$ cat config.mk
export PLATFORM = sky130hd
export DESIGN_NAME = gbsl_queue
export DESIGN_NICKNAME = d
export VERILOG_FILES = /design/src/hw/rtl/gbsl_pkg.sv /design/src/hw/rtl/gbsl_queue.sv
export SDC_FILE = /design/constraint.sdc
export NUM_CORES = 1
export LEC_CHECK = 0
export BUFFER_PORTS_ARGS = -buffer_cell sky130_fd_sc_hd__buf_2
export CAP_MARGIN = 10
export CORE_MARGIN = 5
export CORE_UTILIZATION = 52
export CTS_BUF_LIST = sky130_fd_sc_hd__clkbuf_8
export DETAILED_ROUTE_END_ITERATION = 7
export PLACE_DENSITY_LB_ADDON = 0.1
export SYNTH_ARGS = -nofsm -noshare
export SYNTH_HDL_FRONTEND = slang
export SYNTH_SLANG_ARGS = --single-unit
$ cat constraint.sdc
create_clock -name clk -period 1.6 [get_ports clk]
set_input_delay 0.24 -clock clk [delete_from_list [all_inputs] [get_ports clk]]
set_output_delay 0.24 -clock clk [all_outputs]
set_load 0.01 [all_outputs]
$ cat src/hw/rtl/gbsl_pkg.sv
// Shared constants, types and state encodings of the Gabor bank spike latency core.
`default_nettype none

package gbsl_pkg;

  localparam int KERNEL_SIZE_DEF = 5;
  localparam int NUM_ORI_DEF     = 4;
  localparam int MAX_WIDTH_DEF   = 1024;
  localparam int MAX_HEIGHT      = 1024;
  localparam int QUEUE_DEPTH     = 2;

  localparam int CFG_IDX_W  = 2;
  localparam int CFG_DATA_W = 16;

  localparam logic [CFG_IDX_W-1:0] REG_IMAGE_WIDTH  = 2'd0;
  localparam logic [CFG_IDX_W-1:0] REG_IMAGE_HEIGHT = 2'd1;
  localparam logic [CFG_IDX_W-1:0] REG_THRESHOLD    = 2'd2;
  localparam logic [CFG_IDX_W-1:0] REG_SCALE        = 2'd3;

  typedef struct packed {
    logic        is_coef;
    logic [6:0]  coef_index;
    logic [15:0] coef_value;
    logic        full;
    logic [9:0]  row;
    logic [9:0]  column;
  } cmd_t;

  typedef struct packed {
    logic [15:0] threshold;
    logic [3:0]  scale;
  } cfg_t;

  typedef enum logic [1:0] {
    F_IDLE,
    F_UPD,
    F_PUSH
  } fstate_t;

  typedef enum logic [3:0] {
    B_IDLE,
    B_SUMSQ,
    B_SQRT,
    B_THR,
    B_CONV,
    B_CMP,
    B_DIVINIT,
    B_DIV,
    B_EMIT,
    B_FLUSH
  } bstate_t;

endpackage

`default_nettype wire

$ cat src/hw/rtl/gbsl_queue.sv
// Short first-in first-out queue between the front end and the back end.
`default_nettype none

module gbsl_queue #(
  parameter int W     = 8,
  parameter int DEPTH = gbsl_pkg::QUEUE_DEPTH
) (
  input  logic         clk,
  input  logic         rst_n,
  input  logic         push_valid,
  output logic         push_ready,
  input  logic [W-1:0] push_data,
  output logic         pop_valid,
  input  logic         pop_ready,
  output logic [W-1:0] pop_data
);

  localparam int PW = $clog2(DEPTH);
  localparam int NW = $clog2(DEPTH + 1);

  logic [W-1:0]  mem_r [DEPTH];
  logic [PW-1:0] wp_r, rp_r;
  logic [NW-1:0] cnt_r;
  logic          do_push, do_pop;

  assign push_ready = (32'(cnt_r) < DEPTH);
  assign pop_valid  = (cnt_r != '0);
  assign pop_data   = mem_r[rp_r];
  assign do_push    = push_valid && push_ready;
  assign do_pop     = pop_valid && pop_ready;

  always_ff @(posedge clk) begin
    if (!rst_n) begin
      wp_r  <= '0;
      rp_r  <= '0;
      cnt_r <= '0;
    end else begin
      if (do_push) begin
        wp_r <= (32'(wp_r) == DEPTH - 1) ? '0 : PW'(32'(wp_r) + 32'd1);
      end
      if (do_pop) begin
        rp_r <= (32'(rp_r) == DEPTH - 1) ? '0 : PW'(32'(rp_r) + 32'd1);
      end
      if (do_push && !do_pop) begin
        cnt_r <= cnt_r + NW'(1);
      end else if (do_pop && !do_push) begin
        cnt_r <= cnt_r - NW'(1);
      end
    end
  end

  always_ff @(posedge clk) begin
    if (do_push) begin
      mem_r[wp_r] <= push_data;
    end
  end

endmodule

`default_nettype wire

# Word level (Yosys, flattened, before mapping)

Memories as Yosys holds them, arrays and structs flattened. A register that Yosys moved wholly into a read port is not among the register bits.
Cells that the tools add are included.

Bits in registers: 4
RAM bits: 16
Input port bits: 12
Output and inout port bits: 10
Word-level logic and storage cells: 25
Memories kept: 1

Memories:

| memory | words | bits a word | read ports | clocked after Yosys merged registers in | wr ports | line             | text |
|---|---|---|---|---|---|---|---|
| mem_r  | 2     | 8           | 1          | 1                                       | 1        | gbsl_queue.sv:21 | `logic [W-1:0] mem_r [DEPTH];` |

$add $sub $neg: 4
Order comparisons: 1
Multiplexer cells: 8
Reductions and logical operators: 8

Operators by type and width:

| kind                  | number |
|---|---|
| $mux W1               | 6 |
| $logic_and A1 B1 Y1   | 4 |
| $mux W2               | 2 |
| $reduce_bool A2 Y1    | 2 |
| $add A1 B1 Y1 const B | 2 |
| $add A2 B1 Y2 const B | 1 |
| $logic_not A1 Y1      | 2 |
| $lt A2 B2 Y1 const B  | 1 |
| $sub A2 B1 Y2 const B | 1 |

# Depth between registers and ports, before layout

Depth after elaboration: 6
Gate-level depth with buffers: 5

# Worst setup path before layout

No wires, ideal clock.

Path kind: register to register
Start: reg cnt_r[0]
End: reg cnt_r[1]
Arrival: 1,286 ps
Path slack: 244 ps
Cell stages (with the launch flop): 5
Buffers on the path: 0
Path through: dfxtp_1 o21ai_1 ha_1 or3_1 a21boi_1

Word-level cells in the longest chain between the ends: 5
Elaborated cells on any way between the ends: 13
Classes of those cells: 2 x add/sub; 1 x order compare; 2 x mux; 8 x reduce/logical

RTL lines:

| item                                                    | line                               | text |
|---|---|---|
| start: declaration                                      | gbsl_queue.sv:23                   | `logic [NW-1:0] cnt_r;` |
| start signal: assignment                                | gbsl_queue.sv:45                   | `cnt_r <= cnt_r + NW'(1);` |
| start signal: assignment                                | gbsl_queue.sv:47                   | `cnt_r <= cnt_r - NW'(1);` |
| $lt A2 B2 Y1 or $reduce_bool A2 Y1 (tied branches)      | gbsl_queue.sv:26, gbsl_queue.sv:27 |  |
| $logic_and A1 B1 Y1 (on tied branches)                  | gbsl_queue.sv:29, gbsl_queue.sv:30 |  |
| $logic_not A1 Y1 (on tied branches)                     | gbsl_queue.sv:46, gbsl_queue.sv:44 |  |
| $logic_and A1 B1 Y1 (on tied branches)                  | gbsl_queue.sv:46, gbsl_queue.sv:44 |  |
| $reduce_bool A2 Y1 (no line) or $mux W2 (tied branches) | n/a                                |  |

Parallel ways exist; a longest one is shown, timed or not. The select of a mux whose other input is x is not followed.
A chain may end at the register's enable or synchronous reset.

# Worst setup path after layout

Start: reg cnt_r[1]
End: reg cnt_r[1]

Same word-level chain as after synthesis.

==> metrics.md <==
| Metric | Value |
|---|---|
| Mapped Cells | 48 |
| TNS Setup | 0 ns |
| Vias per inst | 4.92 |
| Num CTS Buffers | 3 |
| DP HPWL | 842 um |
| Worst Path Buf+Inv | 0 |
| Setup violators final | 0 |
| Sequential area share after synthesis | 72.5% |
| Wirelength per Cell | 12.8 um |
| Rows | 14 |
| ANT cells | 0 |
| Total GRT Usage | 10.9% |
| Clock Latency Late Sink | 0.25 ns |
| Peak Freq | 0.692 GHz |
| Final Core Density | 65.1% |
| Clk_skew | 0.00261 ns |
| Syn Area/Cell | 16.7 um2 |
| Mapped Area | 801 um2 |
| Final Cycle Share | 90.4% |
| Static Leak | 0.384 nW |
| Leading cell type in the layout, fill and taps excluded | buf_2 |
| Share of post-route cells with drive strength above 1 | 36.1% |
| Seq cells post-synth | 21 |
| GP Congestion | 0.697 |
| DRT antenna net count | 0 |
| Die height | 49.2 um |
| Critical path fanouts, max | 6 |
| Post-CTS setup repair buffer count | 0 |
| I/O pin count | 22 |
| Largest delay contributor family on the critical path | flip-flops |
| H-tree levels | 1 |
| Final Max Tran Viols | 0 |
| Max_cap viols | 0 |
| Non-filler cells, final | 88 |
| Initial antenna violation count | 0 |
| Routed Wire Length | 1120 um |
| CP Data Required Time | 1.79 ns |
| Clock Sinks | 21 |
| Vias in the first global route | 448 |
| CP peak stage delay | 0.41 ns |
| Type of element launching the critical path | flop |
| Slew @ Worst Pin | 0.385 ns |
| Critical Path End Type | flop |
| Cell Pwr Density | 1560 nW/um2 |
| Worst path cell trace | o21ai_1 > ha_1 > or3_1 > a21boi_1 |
| Core area | 1490 um2 |
| Root Buffer | clkbuf_8 |
| Post-route minimum period | 1.45 ns |
| Layout Nets | 86 |
| Most frequent cells in the layout | buf_2 (21), edfxtp_1 (16), mux2_1 (8) |
| RSZ-0062 raised after global routing | no |
| Final hold viol count | 0 |
| Worst EP arrival | 1.63 ns |
| Critical setup path kind | flop to flop |
| Type of the worst min-delay path | input pin to flop |
| First DRT Iteration DRCs | 1 |
| Peak supply drop | 840 uV |
| Netlist cell types | 17 |
| Worst rel slew slack | 74.4% |
| Yosys Warn Count | 0 |
| Status | completed |
| CTS tree | done |
| Gr ovfl total | 0 |
| Pin count of the biggest net entering global routing | 12 |
| Fin area | 970 um2 |
| Layout area overhead | 21.1% |
| Max Root-Sink Buffers | 2 |
| Pre-Repair DR Iteration Count | 4 |
| Die Area | 2420 um2 |
| Placed Cells | 84 |
| Clock-pin slew on the worst setup and hold paths | 0.07 ns |
| CP max-delay cell | dfxtp_1 |
| Placed cell area | 921 um2 |
| DR vias | 433 |
| Initial core utilization | 53.8% |
| Die Wd | 49.2 um |
| Post-synthesis net count | 61 |
| First-pass GRT wire length | 1980 um |
| Number of port buffers | 21 |
| Post-route DRC | 0 |
routing by layer:
layer,vias to the layer above,wire length (um),track usage (%)
met4,0,10,6.73
met5,-,0,0
li1,221,-,-
met3,2,63,3.36
met2,10,565,18.0
met1,200,484,11.8
report_power, final:
group / internal [W] / switching [W] / leakage, nW
registers: 0.000700 / 0.0000711 / 0.191
logic: 0.000218 / 0.000202 / 0.167
clock network: 0.000170 / 0.000151 / 0.0269
synthesized netlist by cell type, drive strengths merged:
master / n / area, um2
a21boi: 1 / 7.51
and2: 4 / 25.0
and2b: 1 / 7.51
buf: 1 / 5.00
dfxtp: 5 / 100
edfxtp: 16 / 480
ha: 1 / 12.5
inv: 1 / 3.75
mux2: 8 / 90.1
nor2b: 2 / 12.5
o21a: 1 / 7.51
o21ai: 2 / 10.0
or2: 1 / 6.26
or3: 1 / 6.26
xnor2: 2 / 17.5
xor2: 1 / 8.76
path summary, 6_finish.rpt:
| kind | start | end | slack, ns | cells after the start |
|---|---|---|---|---|
| setup / recovery | cnt_r[1] | cnt_r[1] | 0.15 | 4 |
| hold / removal | push_data[3] | mem_r[1][3] | 0.17 | 1 |
| hold reg to reg | cnt_r[1] | cnt_r[1] | 0.55 | 2 |
| setup reg to reg | cnt_r[1] | cnt_r[1] | 0.15 | 4 |
cell families (layout without fill, tap and decap cells):
group	count (synthesis)	count (layout)	share of synthesized area [%]
flip-flops	21	21	72.5
AND/OR/NAND/NOR	9	9	7.19
multiplexers	8	8	11.3
AO/OA/AOI/OAI	4	4	3.12
XOR/XNOR	3	3	3.28
buffers and inverters	2	26	1.09
adder cells (fa/ha/maj)	1	1	1.56
per-stage QoR:
stage	worst slack (ns)	hold slack (ns)	total power [W]
after floorplan	0.244	0.339	0.00106
after global placement	0.175	0.428	0.00120
after detailed placement	0.162	0.432	0.00120
after CTS	0.0429	0.167	0.00153
after global routing	0.0179	0.155	0.00163
final	0.154	0.173	0.00151
registers in the layout (all words and copies together), names as in the netlist, named ones only:
register  count
cnt_r         2
mem_r        16
rp_r          1
wp_r          1
final cells by class:
| class | instances | area [um2] |
|---|---|---|
| inverter | 1 | 3.75 |
| multi-input combinational | 25 | 214 |
| sequential | 21 | 582 |
| clock inverter | 1 | 3.75 |
| fill | 106 | 519 |
| timing repair buffer | 21 | 105 |
| tap | 16 | 20.0 |
| clock buffer | 3 | 41.3 |
worst register-to-register path, stage by stage, from the launching register on:
cell      delay, ns
dfxtp_1        0.41
o21ai_1        0.12
ha_1           0.34
or3_1          0.37
a21boi_1       0.13
repair_timing:
action,in CTS,in global routing
setup endpoints to repair,0,7
hold endpoints to repair,0,0
hold buffers,0,0
resized for setup,0,2
(Power assumes the default switching activity.)
