### src/hw/rtl/gbsl_pkg.sv
// Shared constants, types and state encodings of the Gabor bank spike latency core.
`default_nettype none

package gbsl_pkg;

  localparam int KERNEL_SIZE_DEF = 5;
  localparam int NUM_ORI_DEF     = 4;
  localparam int MAX_WIDTH_DEF   = 1024;
  localparam int MAX_HEIGHT      = 1024;
  localparam int QUEUE_DEPTH     = 2;

  localparam int CFG_IDX_W  = 2;
  localparam int CFG_DATA_W = 16;

  localparam logic [CFG_IDX_W-1:0] REG_IMAGE_WIDTH  = 2'd0;
  localparam logic [CFG_IDX_W-1:0] REG_IMAGE_HEIGHT = 2'd1;
  localparam logic [CFG_IDX_W-1:0] REG_THRESHOLD    = 2'd2;
  localparam logic [CFG_IDX_W-1:0] REG_SCALE        = 2'd3;

  typedef struct packed {
    logic        is_coef;
    logic [6:0]  coef_index;
    logic [15:0] coef_value;
    logic        full;
    logic [9:0]  row;
    logic [9:0]  column;
  } cmd_t;

  typedef struct packed {
    logic [15:0] threshold;
    logic [3:0]  scale;
  } cfg_t;

  typedef enum logic [1:0] {
    F_IDLE,
    F_UPD,
    F_PUSH
  } fstate_t;

  typedef enum logic [3:0] {
    B_IDLE,
    B_SUMSQ,
    B_SQRT,
    B_THR,
    B_CONV,
    B_CMP,
    B_DIVINIT,
    B_DIV,
    B_EMIT,
    B_FLUSH
  } bstate_t;

endpackage

`default_nettype wire

### src/hw/rtl/gbsl_back.sv
// Back end: kernel store, norm, correlation, thresholding, latency division and output.
`default_nettype none

module gbsl_back #(
  parameter int KERNEL_SIZE = gbsl_pkg::KERNEL_SIZE_DEF,
  parameter int NUM_ORI     = gbsl_pkg::NUM_ORI_DEF
) (
  input  logic                                 clk,
  input  logic                                 rst_n,
  input  logic                                 q_valid,
  output logic                                 q_pop,
  input  gbsl_pkg::cmd_t                       q_cmd,
  input  logic [KERNEL_SIZE*KERNEL_SIZE*8-1:0] q_win,
  input  gbsl_pkg::cfg_t                       cfg_i,
  output logic                                 out_valid,
  input  logic                                 out_stall,
  output logic [15:0]                          out_latency,
  output logic [9:0]                           out_row,
  output logic [9:0]                           out_column,
  output logic [1:0]                           out_orientation,
  output logic [3:0]                           out_scale,
  output logic                                 out_last
);

  localparam int KK   = KERNEL_SIZE * KERNEL_SIZE;
  localparam int IW   = $clog2(KK);
  localparam int SW   = $clog2(KK * 65025 + 1);
  localparam int NW   = (SW + 17) / 2;
  localparam int AW   = 25 + $clog2(KK);
  localparam int KN   = NUM_ORI * KK;
  localparam int KAW  = $clog2(KN + 1);
  localparam int OW   = (NUM_ORI > 1) ? $clog2(NUM_ORI) : 1;
  localparam int CMW  = (AW + 10 > 16 + NW) ? AW + 10 : 16 + NW;
  localparam int MX1  = (KK > NW) ? KK : NW;
  localparam int MAXC = (MX1 > 16) ? MX1 : 16;
  localparam int CNTW = $clog2(MAXC + 1);

  gbsl_pkg::bstate_t state_r, state_nxt;

  logic [7:0]           win_r [KK];
  logic [9:0]           row_r, col_r;
  logic [CNTW-1:0]      cnt_r;
  logic [SW-1:0]        sumsq_r;
  logic [2*NW-1:0]      rad_r;
  logic [NW+1:0]        rem_r;
  logic [NW-1:0]        root_r, norm_r;
  logic [16+NW-1:0]     thrn_r;
  logic [15:0]          kmem [KN];
  logic [15:0]          krd_r;
  logic [KAW-1:0]       kaddr_r;
  logic                 mac_en_r;
  logic [IW-1:0]        widx_r;
  logic signed [AW-1:0] acc_r;
  logic [AW-1:0]        a_r, drem_r;
  logic [15:0]          dsh_r, q_r, lat_r;
  logic [OW-1:0]        ori_r;
  logic                 pend_valid_r;
  logic [15:0]          pend_lat_r;
  logic [OW-1:0]        pend_ori_r;
  logic                 out_valid_r;

  logic [15:0]          sq;
  logic [SW-1:0]        sumsq_nxt;
  logic [NW+1:0]        rem_sh, trial;
  logic                 ge;
  logic [NW-1:0]        root_step;
  logic signed [24:0]   prod;
  logic [AW-1:0]        a_abs;
  logic                 pass, sat, last_ori, out_free, kwe, load_out;
  logic [AW:0]          dsh;
  logic                 dge;
  logic [15:0]          q_nxt;

  assign sq        = win_r[cnt_r[IW-1:0]] * win_r[cnt_r[IW-1:0]];
  assign sumsq_nxt = sumsq_r + SW'(sq);
  assign rem_sh    = {rem_r[NW-1:0], rad_r[2*NW-1 -: 2]};
  assign trial     = {root_r, 2'b01};
  assign ge        = (rem_sh >= trial);
  assign root_step = {root_r[NW-2:0], ge};
  assign prod      = $signed(krd_r) * $signed({1'b0, win_r[widx_r]});
  assign a_abs     = acc_r[AW-1] ? (~acc_r + AW'(1)) : acc_r;
  assign pass      = (CMW'({a_abs, 10'd0}) >= CMW'(thrn_r));
  assign sat       = (CMW'(norm_r) >= CMW'({a_r, 2'b00}));
  assign dsh       = {drem_r, dsh_r[15]};
  assign dge       = (dsh >= {1'b0, a_r});
  assign q_nxt     = {q_r[14:0], dge};
  assign last_ori  = (32'(ori_r) == NUM_ORI - 1);
  assign out_free  = !out_valid_r || !out_stall;
  assign kwe       = (state_r == gbsl_pkg::B_IDLE) && q_valid && q_cmd.is_coef &&
                     (32'(q_cmd.coef_index) < KN);
  assign load_out  = pend_valid_r && out_free &&
                     (state_r == gbsl_pkg::B_EMIT || state_r == gbsl_pkg::B_FLUSH);

  always_comb begin
    state_nxt = state_r;
    unique case (state_r)
      gbsl_pkg::B_IDLE: begin
        if (q_valid && !q_cmd.is_coef && q_cmd.full) begin
          state_nxt = gbsl_pkg::B_SUMSQ;
        end
      end
      gbsl_pkg::B_SUMSQ: begin
        if (cnt_r == CNTW'(KK - 1)) begin
          state_nxt = gbsl_pkg::B_SQRT;
        end
      end
      gbsl_pkg::B_SQRT: begin
        if (cnt_r == CNTW'(NW - 1)) begin
          state_nxt = gbsl_pkg::B_THR;
        end
      end
      gbsl_pkg::B_THR: state_nxt = gbsl_pkg::B_CONV;
      gbsl_pkg::B_CONV: begin
        if (cnt_r == CNTW'(KK) && !mac_en_r) begin
          state_nxt = gbsl_pkg::B_CMP;
        end
      end
      gbsl_pkg::B_CMP: begin
        if (pass) begin
          state_nxt = gbsl_pkg::B_DIVINIT;
        end else begin
          state_nxt = last_ori ? gbsl_pkg::B_FLUSH : gbsl_pkg::B_CONV;
        end
      end
      gbsl_pkg::B_DIVINIT: state_nxt = sat ? gbsl_pkg::B_EMIT : gbsl_pkg::B_DIV;
      gbsl_pkg::B_DIV: begin
        if (cnt_r == CNTW'(15)) begin
          state_nxt = gbsl_pkg::B_EMIT;
        end
      end
      gbsl_pkg::B_EMIT: begin
        if (!pend_valid_r || out_free) begin
          state_nxt = last_ori ? gbsl_pkg::B_FLUSH : gbsl_pkg::B_CONV;
        end
      end
      gbsl_pkg::B_FLUSH: begin
        if (!pend_valid_r || out_free) begin
          state_nxt = gbsl_pkg::B_IDLE;
        end
      end
      default: state_nxt = gbsl_pkg::B_IDLE;
    endcase
  end

  always_comb begin
    q_pop     = (state_r == gbsl_pkg::B_IDLE);
    out_valid = out_valid_r;
  end

  always_ff @(posedge clk) begin
    if (!rst_n) begin
      state_r      <= gbsl_pkg::B_IDLE;
      pend_valid_r <= 1'b0;
      out_valid_r  <= 1'b0;
      mac_en_r     <= 1'b0;
    end else begin
      state_r <= state_nxt;
      if (load_out) begin
        out_valid_r <= 1'b1;
      end else if (!out_stall) begin
        out_valid_r <= 1'b0;
      end
      if (state_r == gbsl_pkg::B_EMIT && (!pend_valid_r || out_free)) begin
        pend_valid_r <= 1'b1;
      end else if (state_r == gbsl_pkg::B_FLUSH && out_free) begin
        pend_valid_r <= 1'b0;
      end
      if (state_r == gbsl_pkg::B_CONV) begin
        mac_en_r <= (cnt_r < CNTW'(KK));
      end else begin
        mac_en_r <= 1'b0;
      end
    end
  end

  always_ff @(posedge clk) begin
    unique case (state_r)
      gbsl_pkg::B_IDLE: begin
        if (q_valid && !q_cmd.is_coef && q_cmd.full) begin
          for (int i = 0; i < KK; i++) begin
            win_r[i] <= q_win[i*8 +: 8];
          end
          row_r   <= q_cmd.row;
          col_r   <= q_cmd.column;
          cnt_r   <= '0;
          sumsq_r <= '0;
        end
      end
      gbsl_pkg::B_SUMSQ: begin
        sumsq_r <= sumsq_nxt;
        cnt_r   <= cnt_r + CNTW'(1);
        if (cnt_r == CNTW'(KK - 1)) begin
          cnt_r  <= '0;
          rad_r  <= (2*NW)'(sumsq_nxt) << 16;
          rem_r  <= '0;
          root_r <= '0;
        end
      end
      gbsl_pkg::B_SQRT: begin
        rad_r  <= rad_r << 2;
        rem_r  <= ge ? (rem_sh - trial) : rem_sh;
        root_r <= root_step;
        cnt_r  <= cnt_r + CNTW'(1);
        if (cnt_r == CNTW'(NW - 1)) begin
          norm_r <= (sumsq_r == '0) ? NW'(256) : root_step;
        end
      end
      gbsl_pkg::B_THR: begin
        thrn_r  <= cfg_i.threshold * norm_r;
        ori_r   <= '0;
        kaddr_r <= '0;
        cnt_r   <= '0;
        acc_r   <= '0;
      end
      gbsl_pkg::B_CONV: begin
        if (cnt_r < CNTW'(KK)) begin
          kaddr_r <= kaddr_r + KAW'(1);
          widx_r  <= cnt_r[IW-1:0];
          cnt_r   <= cnt_r + CNTW'(1);
        end
        if (mac_en_r) begin
          acc_r <= acc_r + AW'(prod);
        end
      end
      gbsl_pkg::B_CMP: begin
        a_r <= a_abs;
        if (!pass && !last_ori) begin
          ori_r <= ori_r + OW'(1);
          cnt_r <= '0;
          acc_r <= '0;
        end
      end
      gbsl_pkg::B_DIVINIT: begin
        lat_r  <= 16'hFFFF;
        drem_r <= AW'(norm_r >> 2);
        dsh_r  <= {norm_r[1:0], 14'd0};
        cnt_r  <= '0;
        q_r    <= '0;
      end
      gbsl_pkg::B_DIV: begin
        drem_r <= dge ? AW'(dsh - {1'b0, a_r}) : AW'(dsh);
        dsh_r  <= dsh_r << 1;
        q_r    <= q_nxt;
        cnt_r  <= cnt_r + CNTW'(1);
        if (cnt_r == CNTW'(15)) begin
          lat_r <= q_nxt;
        end
      end
      gbsl_pkg::B_EMIT: begin
        if (!pend_valid_r || out_free) begin
          pend_lat_r <= lat_r;
          pend_ori_r <= ori_r;
          if (!last_ori) begin
            ori_r <= ori_r + OW'(1);
            cnt_r <= '0;
            acc_r <= '0;
          end
        end
      end
      gbsl_pkg::B_FLUSH: ;
      default: ;
    endcase
    if (load_out) begin
      out_latency     <= pend_lat_r;
      out_row         <= row_r;
      out_column      <= col_r;
      out_orientation <= 2'(pend_ori_r);
      out_scale       <= cfg_i.scale;
      out_last        <= (state_r == gbsl_pkg::B_FLUSH);
    end
  end

  always_ff @(posedge clk) begin
    if (kwe) begin
      kmem[KAW'(q_cmd.coef_index)] <= q_cmd.coef_value;
    end
    krd_r <= kmem[kaddr_r];
  end

`ifndef ASSERT_OFF
  assert property (@(posedge clk) disable iff (!rst_n)
    (state_r == gbsl_pkg::B_DIV) |-> (a_r != '0))
    else $error("division entered with zero divisor");

  assert property (@(posedge clk) disable iff (!rst_n)
    (state_r == gbsl_pkg::B_IDLE) |-> !pend_valid_r)
    else $error("spike left pending when the pixel finished");

  assert property (@(posedge clk) disable iff (!rst_n)
    $rose(out_valid_r) |-> ($past(state_r) == gbsl_pkg::B_EMIT ||
                            $past(state_r) == gbsl_pkg::B_FLUSH))
    else $error("output loaded outside the emit states");
`endif

endmodule

`default_nettype wire

### config.mk
export PLATFORM = sky130hd
export DESIGN_NAME = gbsl_back
export DESIGN_NICKNAME = d
export VERILOG_FILES = /design/src/hw/rtl/gbsl_pkg.sv /design/src/hw/rtl/gbsl_back.sv
export SDC_FILE = /design/constraint.sdc
export NUM_CORES = 2
export LEC_CHECK = 0
export BUFFER_PORTS_ARGS = -buffer_cell sky130_fd_sc_hd__buf_2
export CAP_MARGIN = 20
export CORE_MARGIN = 2
export CORE_UTILIZATION = 57
export DETAILED_ROUTE_END_ITERATION = 6
export PLACE_DENSITY = 0.87
export SYNTH_ARGS = -nofsm -noshare
export SYNTH_HDL_FRONTEND = slang
export SYNTH_SLANG_ARGS = --single-unit
### constraint.sdc
create_clock -name clk -period 11.4 [get_ports clk]
set_clock_uncertainty 0.1 [all_clocks]
set_input_delay 0.57 -clock clk [delete_from_list [all_inputs] [get_ports clk]]
set_output_delay 0.57 -clock clk [all_outputs]
set_load 0.05 [all_outputs]
After elaboration in Yosys (flattened, before gate mapping)
Memory sizes are Yosys's and may differ from the RTL's. A register that Yosys moved wholly into a read port is not among the register bits.
Index checks and enable logic that the tools add are counted.
{"block": "classes", "addsub": 8, "mul": 3, "magnitude_cmp": 6, "n_eq_ne": 26, "muxes": 56, "bitwise": 1, "reduce_logical": 46}
{"op": "2-to-1 mux 30 bit", "n": 6}
{"op": "case mux 30 bit (4 select lines)", "n": 1}
{"op": "case mux 19 bit (2 select lines)", "n": 2}
{"op": "case mux 38 bit (2 select lines)", "n": 1}
{"op": "case mux 16 bit (2 select lines)", "n": 2}
{"op": "case mux 30 bit (2 select lines)", "n": 1}
{"op": "2-to-1 mux 19 bit", "n": 3}
{"op": "case mux 21 bit (2 select lines)", "n": 1}
{"op": "greater-or-equal comparator 40 x 35 -> 1 bit", "n": 1}
{"op": "2-to-1 mux 4 bit", "n": 10}
{"op": "2-to-1 mux 5 bit", "n": 8}
{"op": "case mux 4 bit (10 select lines)", "n": 1}
{"op": "2-to-1 mux 38 bit", "n": 1}
{"op": "multiplier 16 x 19 -> 35 bit", "n": 1}
{"op": "case mux 5 bit (7 select lines)", "n": 1}
{"op": "greater-or-equal comparator 19 x 32 -> 1 bit", "n": 1}
{"op": "greater-or-equal comparator 31 x 30 -> 1 bit", "n": 1}
{"op": "adder 30 x 2 -> 30 bit (second input constant)", "n": 1}
{"op": "adder 30 x 25 -> 30 bit", "n": 1}
{"op": "NOT 30 bit", "n": 1}
{"op": "case mux 15 bit (2 select lines)", "n": 1}
{"op": "subtractor 30 bit", "n": 1}
{"op": "multiplier 16 x 9 -> 25 bit", "n": 1}
{"op": "adder 21 x 16 -> 21 bit", "n": 1}
{"op": "other kinds (39)", "n": 97}
{"block": "totals", "ff_bits": 395, "mem_bits_rw": 1800, "in_bits": 269, "out_inout_bits": 45, "elab_cells": 178, "mem_count": 2}
{"memory": "kmem", "depth": 100, "width": 16, "rd": 1, "rd_clocked_by_memory_dff": 1, "write_ports": 1, "line_no": "gbsl_back.sv:48", "rtl": "logic [15:0] kmem [KN];"}
{"memory": "win_r", "depth": 25, "width": 8, "rd": 2, "rd_clocked_by_memory_dff": 2, "write_ports": 25, "line_no": "gbsl_back.sv:40", "rtl": "logic [7:0] win_r [KK];"}

Longest topological paths before layout
{"block": "depth", "word_depth": 9, "ltp_mapped": 29, "depth_no_buf": 26}

Least setup slack after synthesis
Ideal clock, no wire load.
{"block": "synth_path", "kind": "register to register", "from": "register state_r[1]", "to": "register col_r[0] (enable)", "t_arrival_ns": 10.074, "required_time_ns": 10.496, "slack_ns": 0.422, "stages_incl_launch_ff": 6, "n_path_buf": 2, "synth_period_minus_slack_ns": 10.978, "cell_sequence": "dfxtp_1 clkbuf_1 nor2_1 clkbuf_1 nand2_1 nor2_1"}
{"block": "synth_via", "elab_chain_cells": 2}
{"element": "start, declared", "line_no": "gbsl_back.sv:38", "rtl": "gbsl_pkg::bstate_t state_r, state_nxt;"}
{"element": "start signal, assigned", "line_no": "gbsl_back.sv:152", "rtl": "state_r <= gbsl_pkg::B_IDLE;"}
{"element": "start signal, assigned", "line_no": "gbsl_back.sv:157", "rtl": "state_r <= state_nxt;"}
{"element": "zero test 4 bit", "line_no": "gbsl_back.sv:177", "rtl": "unique case (state_r)"}
{"element": "AND reduction 2 bit (no line)"}
{"element": "end signal, assigned", "line_no": "gbsl_back.sv:184", "rtl": "col_r <= q_cmd.column;"}
{"element": "end, declared", "line_no": "gbsl_back.sv:41", "rtl": "logic [9:0] row_r, col_r;"}
No other way between the ends.
A chain may end at the register's enable or synchronous reset.

==> qor.csv <==
stage,metric,value,unit
run_status,status,finished with violations,
run_status,violations,DRC,
synth,async_reset_ff_frac,0,
synth,synthTopCellsByArea,"edfxtp_1 61%, mux4_2 13%, fa_1 7.7%",
setup_path,critPathRequiredTime,11900,ps
setup_path,worst-path-max-fanout,48,
power_and_ir_drop,leakagePower,43.40,nW
setup_path,startpoint_type,register,
drt,routed_wl,298400,µm
sta,post-route-worst-setup-slack,3408,ps
place,gp_congestion,0.8970,
sta,finalSetupViolCount,0,
synth,syn_avg_cell_area,16.60,µm²
place,post_dp_cell_area,0.1110,mm²
final_layout,final_cell_area,0.1211,mm²
synth,syn_inst,6390,
grt,grt_usage,0.3111,
clock_tree,ctsHtreeMaxLevel,4,
final_layout,layout-drive-gt1-share,0.2085,
clock_tree,cts_resized,0,
final_layout,syn2layout_area_growth,14.20,%
clock_tree,cts.root.buffer_cell,clkbuf_16,
sta,rsz0062_at_grt,no,
power_and_ir_drop,vdd_ir_drop_max,1.328,mV
synth,ys.flop_type,edfxtp_1,
synth,synth_edf_count,2158,
final_layout,fin_util,0.6538,
setup_path,cp-end-kind,register,
floorplanning,die_area,0.1895,mm²
setup_path,arrival,8490,ps
setup_path,crit_type,register to register,
clock_tree,cts_tree,built,
synth,ys_seq_area_frac,0.6173,
run,maxCapViolCount,0,
floorplanning,rows,158,
place,io_buffer_count,313,
sta,tns,0,ps
drt,postRouteAntennaNets,0,
place,dpl_worst_slack,3332,ps
sta,period_needed,7992,ps
drt,drtPass1Iterations,7,
grt,grt_pass1_wl,431800,µm
sta,tightest_slew,1272,ps
floorplanning,fp.dieH,435.3,µm
grt,grt_overflow,0,
floorplanning,io_pins,314,
sta,hold_ws,34.07,ps
clock_tree,hold_buffers,231,
clock_tree,clock_latency,920,ps
hold_path,hp-class,input pin to register,
clock_tree,path_clk_slew,80,ps
synth,synth_seq_cells,2191,
synth,synth_top_area_frac,0.6111,
floorplanning,core_region_area,0.1852,mm²
place,dp.cells,9057,
clock_tree,cts_setup_buffers,0,
grt,antenna_found_initial,30,
synth,syn_nets,7375,
final_layout,finalNetCount,8032,
power_and_ir_drop,power.total,28.13,mW
sta,clock.fmax,125.1,MHz
final_layout,layoutNonFillerInstCount,9736,
drt,via_per_inst,6.500,
synth,yosysWarningCount,0,
drt,drt_iter0_markers,8955,
place,hpwl,165700,µm
grt,grt_max_degree,201,
floorplanning,start_util,0.5725,
clock_tree,cts.sinks,2191,
sta,post-route-period-util,0.7011,
drt,drcViolationCount,2,
power_and_ir_drop,p_per_area,232.2,mW/mm²
drt,wl_per_cell,30.65,µm
synth,synth_area,0.1060,mm²
sta,hold_viol,0,
sta,drv_slew,0,
clock_tree,cts_made_buffers,208,
clock_tree,clock_path_buffers,3,
synth,synth.largest_area_cell,edfxtp_1,
synth,synth_cell_types,76,
grt,grt_pass1_vias,65580,
floorplanning,die_w,435.3,µm
drt,vias,63280,
sta,slew_headroom,0.1522,
==> power by group <==
part / internal, mW / switching (mW) / leakage (nW)
logic: 4.64 / 6.44 / 20.1
clock network: 4.05 / 3.29 / 3.47
registers: 9.55 / 0.158 / 19.8
total: 18.2 / 9.88 / 43.4
==> state kept, by name (all words and copies together), names as in the netlist, 5 cells and up, named ones only <==
name         cells
acc_r           30
row_r           10
rem_r           19
out_latency     16
col_r           10
thrn_r          35
win_r          200
a_r             30
rad_r           22
widx_r           5
drem_r          30
cnt_r            5
lat_r           16
sumsq_r         21
kmem          1600
q_r             15
krd_r           16
out_column      10
norm_r          19
kaddr_r          7
pend_lat_r      16
out_row         10
root_r          19
==> Yosys cell counts, drive strengths merged, types with 3 or more instances <==
library cell / n
mux2i: 77
nand4: 23
o31ai: 17
nor3: 35
a21o: 53
and3: 37
nor4b: 3
and2: 207
dfxtp: 33
a21oi: 129
or2: 10
fa: 406
o22ai: 4
clkbuf: 190
a221oi: 3
xor2: 39
o41ai: 6
nor2b: 30
a211o: 6
o2111ai: 5
edfxtp: 2158
inv: 631
nand3b: 3
a41oi: 3
a211oi: 14
o211ai: 7
or3: 11
o21ai: 141
nor2: 329
a2111oi: 5
a31oi: 12
o2bb2ai: 3
nand3: 50
buf: 79
nor4: 16
nand2b: 42
xnor2: 105
nand2: 430
a21boi: 7
o21bai: 15
a311oi: 3
ha: 310
mux2: 33
o21a: 17
mux4: 624
==> cells by family (layout without fill, tap and decap cells) <==
group / Yosys count / count (layout) / synth area share
buf+inv: 900 / 1742 / 0.03196
compound gates: 471 / 471 / 0.02777
mux: 734 / 734 / 0.1433
fa+ha+maj: 716 / 716 / 0.1132
simple gates: 1234 / 1234 / 0.05457
flops: 2191 / 2191 / 0.6173
other cells: 0 / 24 / 0
xor+xnor: 144 / 144 / 0.01189
==> final cells by class <==
type | count | area (µm²)
inverters | 631 | 2369
repair buffers | 716 | 5665
well taps | 2480 | 3103
fillers | 11640 | 64120
clock inverters | 138 | 1617
multi-input cells | 3299 | 37280
clock buffers | 257 | 5544
flip-flops and latches | 2191 | 65470
diodes | 24 | 60.06
==> cell usage in the layout (no fill, tap or decap), types with 105 or more instances in the layout <==
master,count
o21ai_0,138
clkbuf_16,212
and2_1,206
mux4_2,624
xnor2_1,105
nand2_1,429
ha_1,310
dlygate4sd3_1,237
nor2_1,317
fa_1,406
a21oi_1,126
buf_2,297
edfxtp_1,2158
buf_4,153
inv_1,629
==> layer usage <==
metal | global-route usage | share of wire | wire length, µm | vias up
li1 | - | - | - | 25230
met1 | 0.3722 | 0.32 | 95190 | 31880
met2 | 0.5258 | 0.50 | 150200 | 4969
met3 | 0.05931 | 0.10 | 31210 | 1190
met4 | 0.1888 | 0.073 | 21650 | 20
met5 | 0 | 0.00043 | 127 | -
==> worst paths after layout <==
path	from	endpoint	slack, ps	depth (start not counted)
worst max-delay path	register	rad_r[36]$_DFFE_PP_	3410	23
worst min-delay path	q_cmd[28]	kmem[57][7]$_DFFE_PP_	30	1
worst min register to register	lat_r[12]$_SDFFCE_PN1P_	pend_lat_r[12]$_DFFE_PP_	320	0
worst max register to register	register	rad_r[36]$_DFFE_PP_	3410	23
==> worst max-delay path, stage by stage, from the launching register on <==
cell and delay, ps:
dfxtp_4 1030, mux4_2 610, mux4_2 470, mux2i_1 900, nor2_1 230, fa_1 580
inv_1 50, fa_1 490, inv_1 40, ha_1 270, inv_1 50, fa_1 520
inv_1 50, ha_1 260, a21o_1 180, a21oi_1 220, o21ai_0 110, a21oi_1 270
a221oi_1 150, o31ai_1 420, a21oi_1 190, nand3_1 140, xor2_1 210, a21oi_1 100
(Power assumes the default switching activity.)
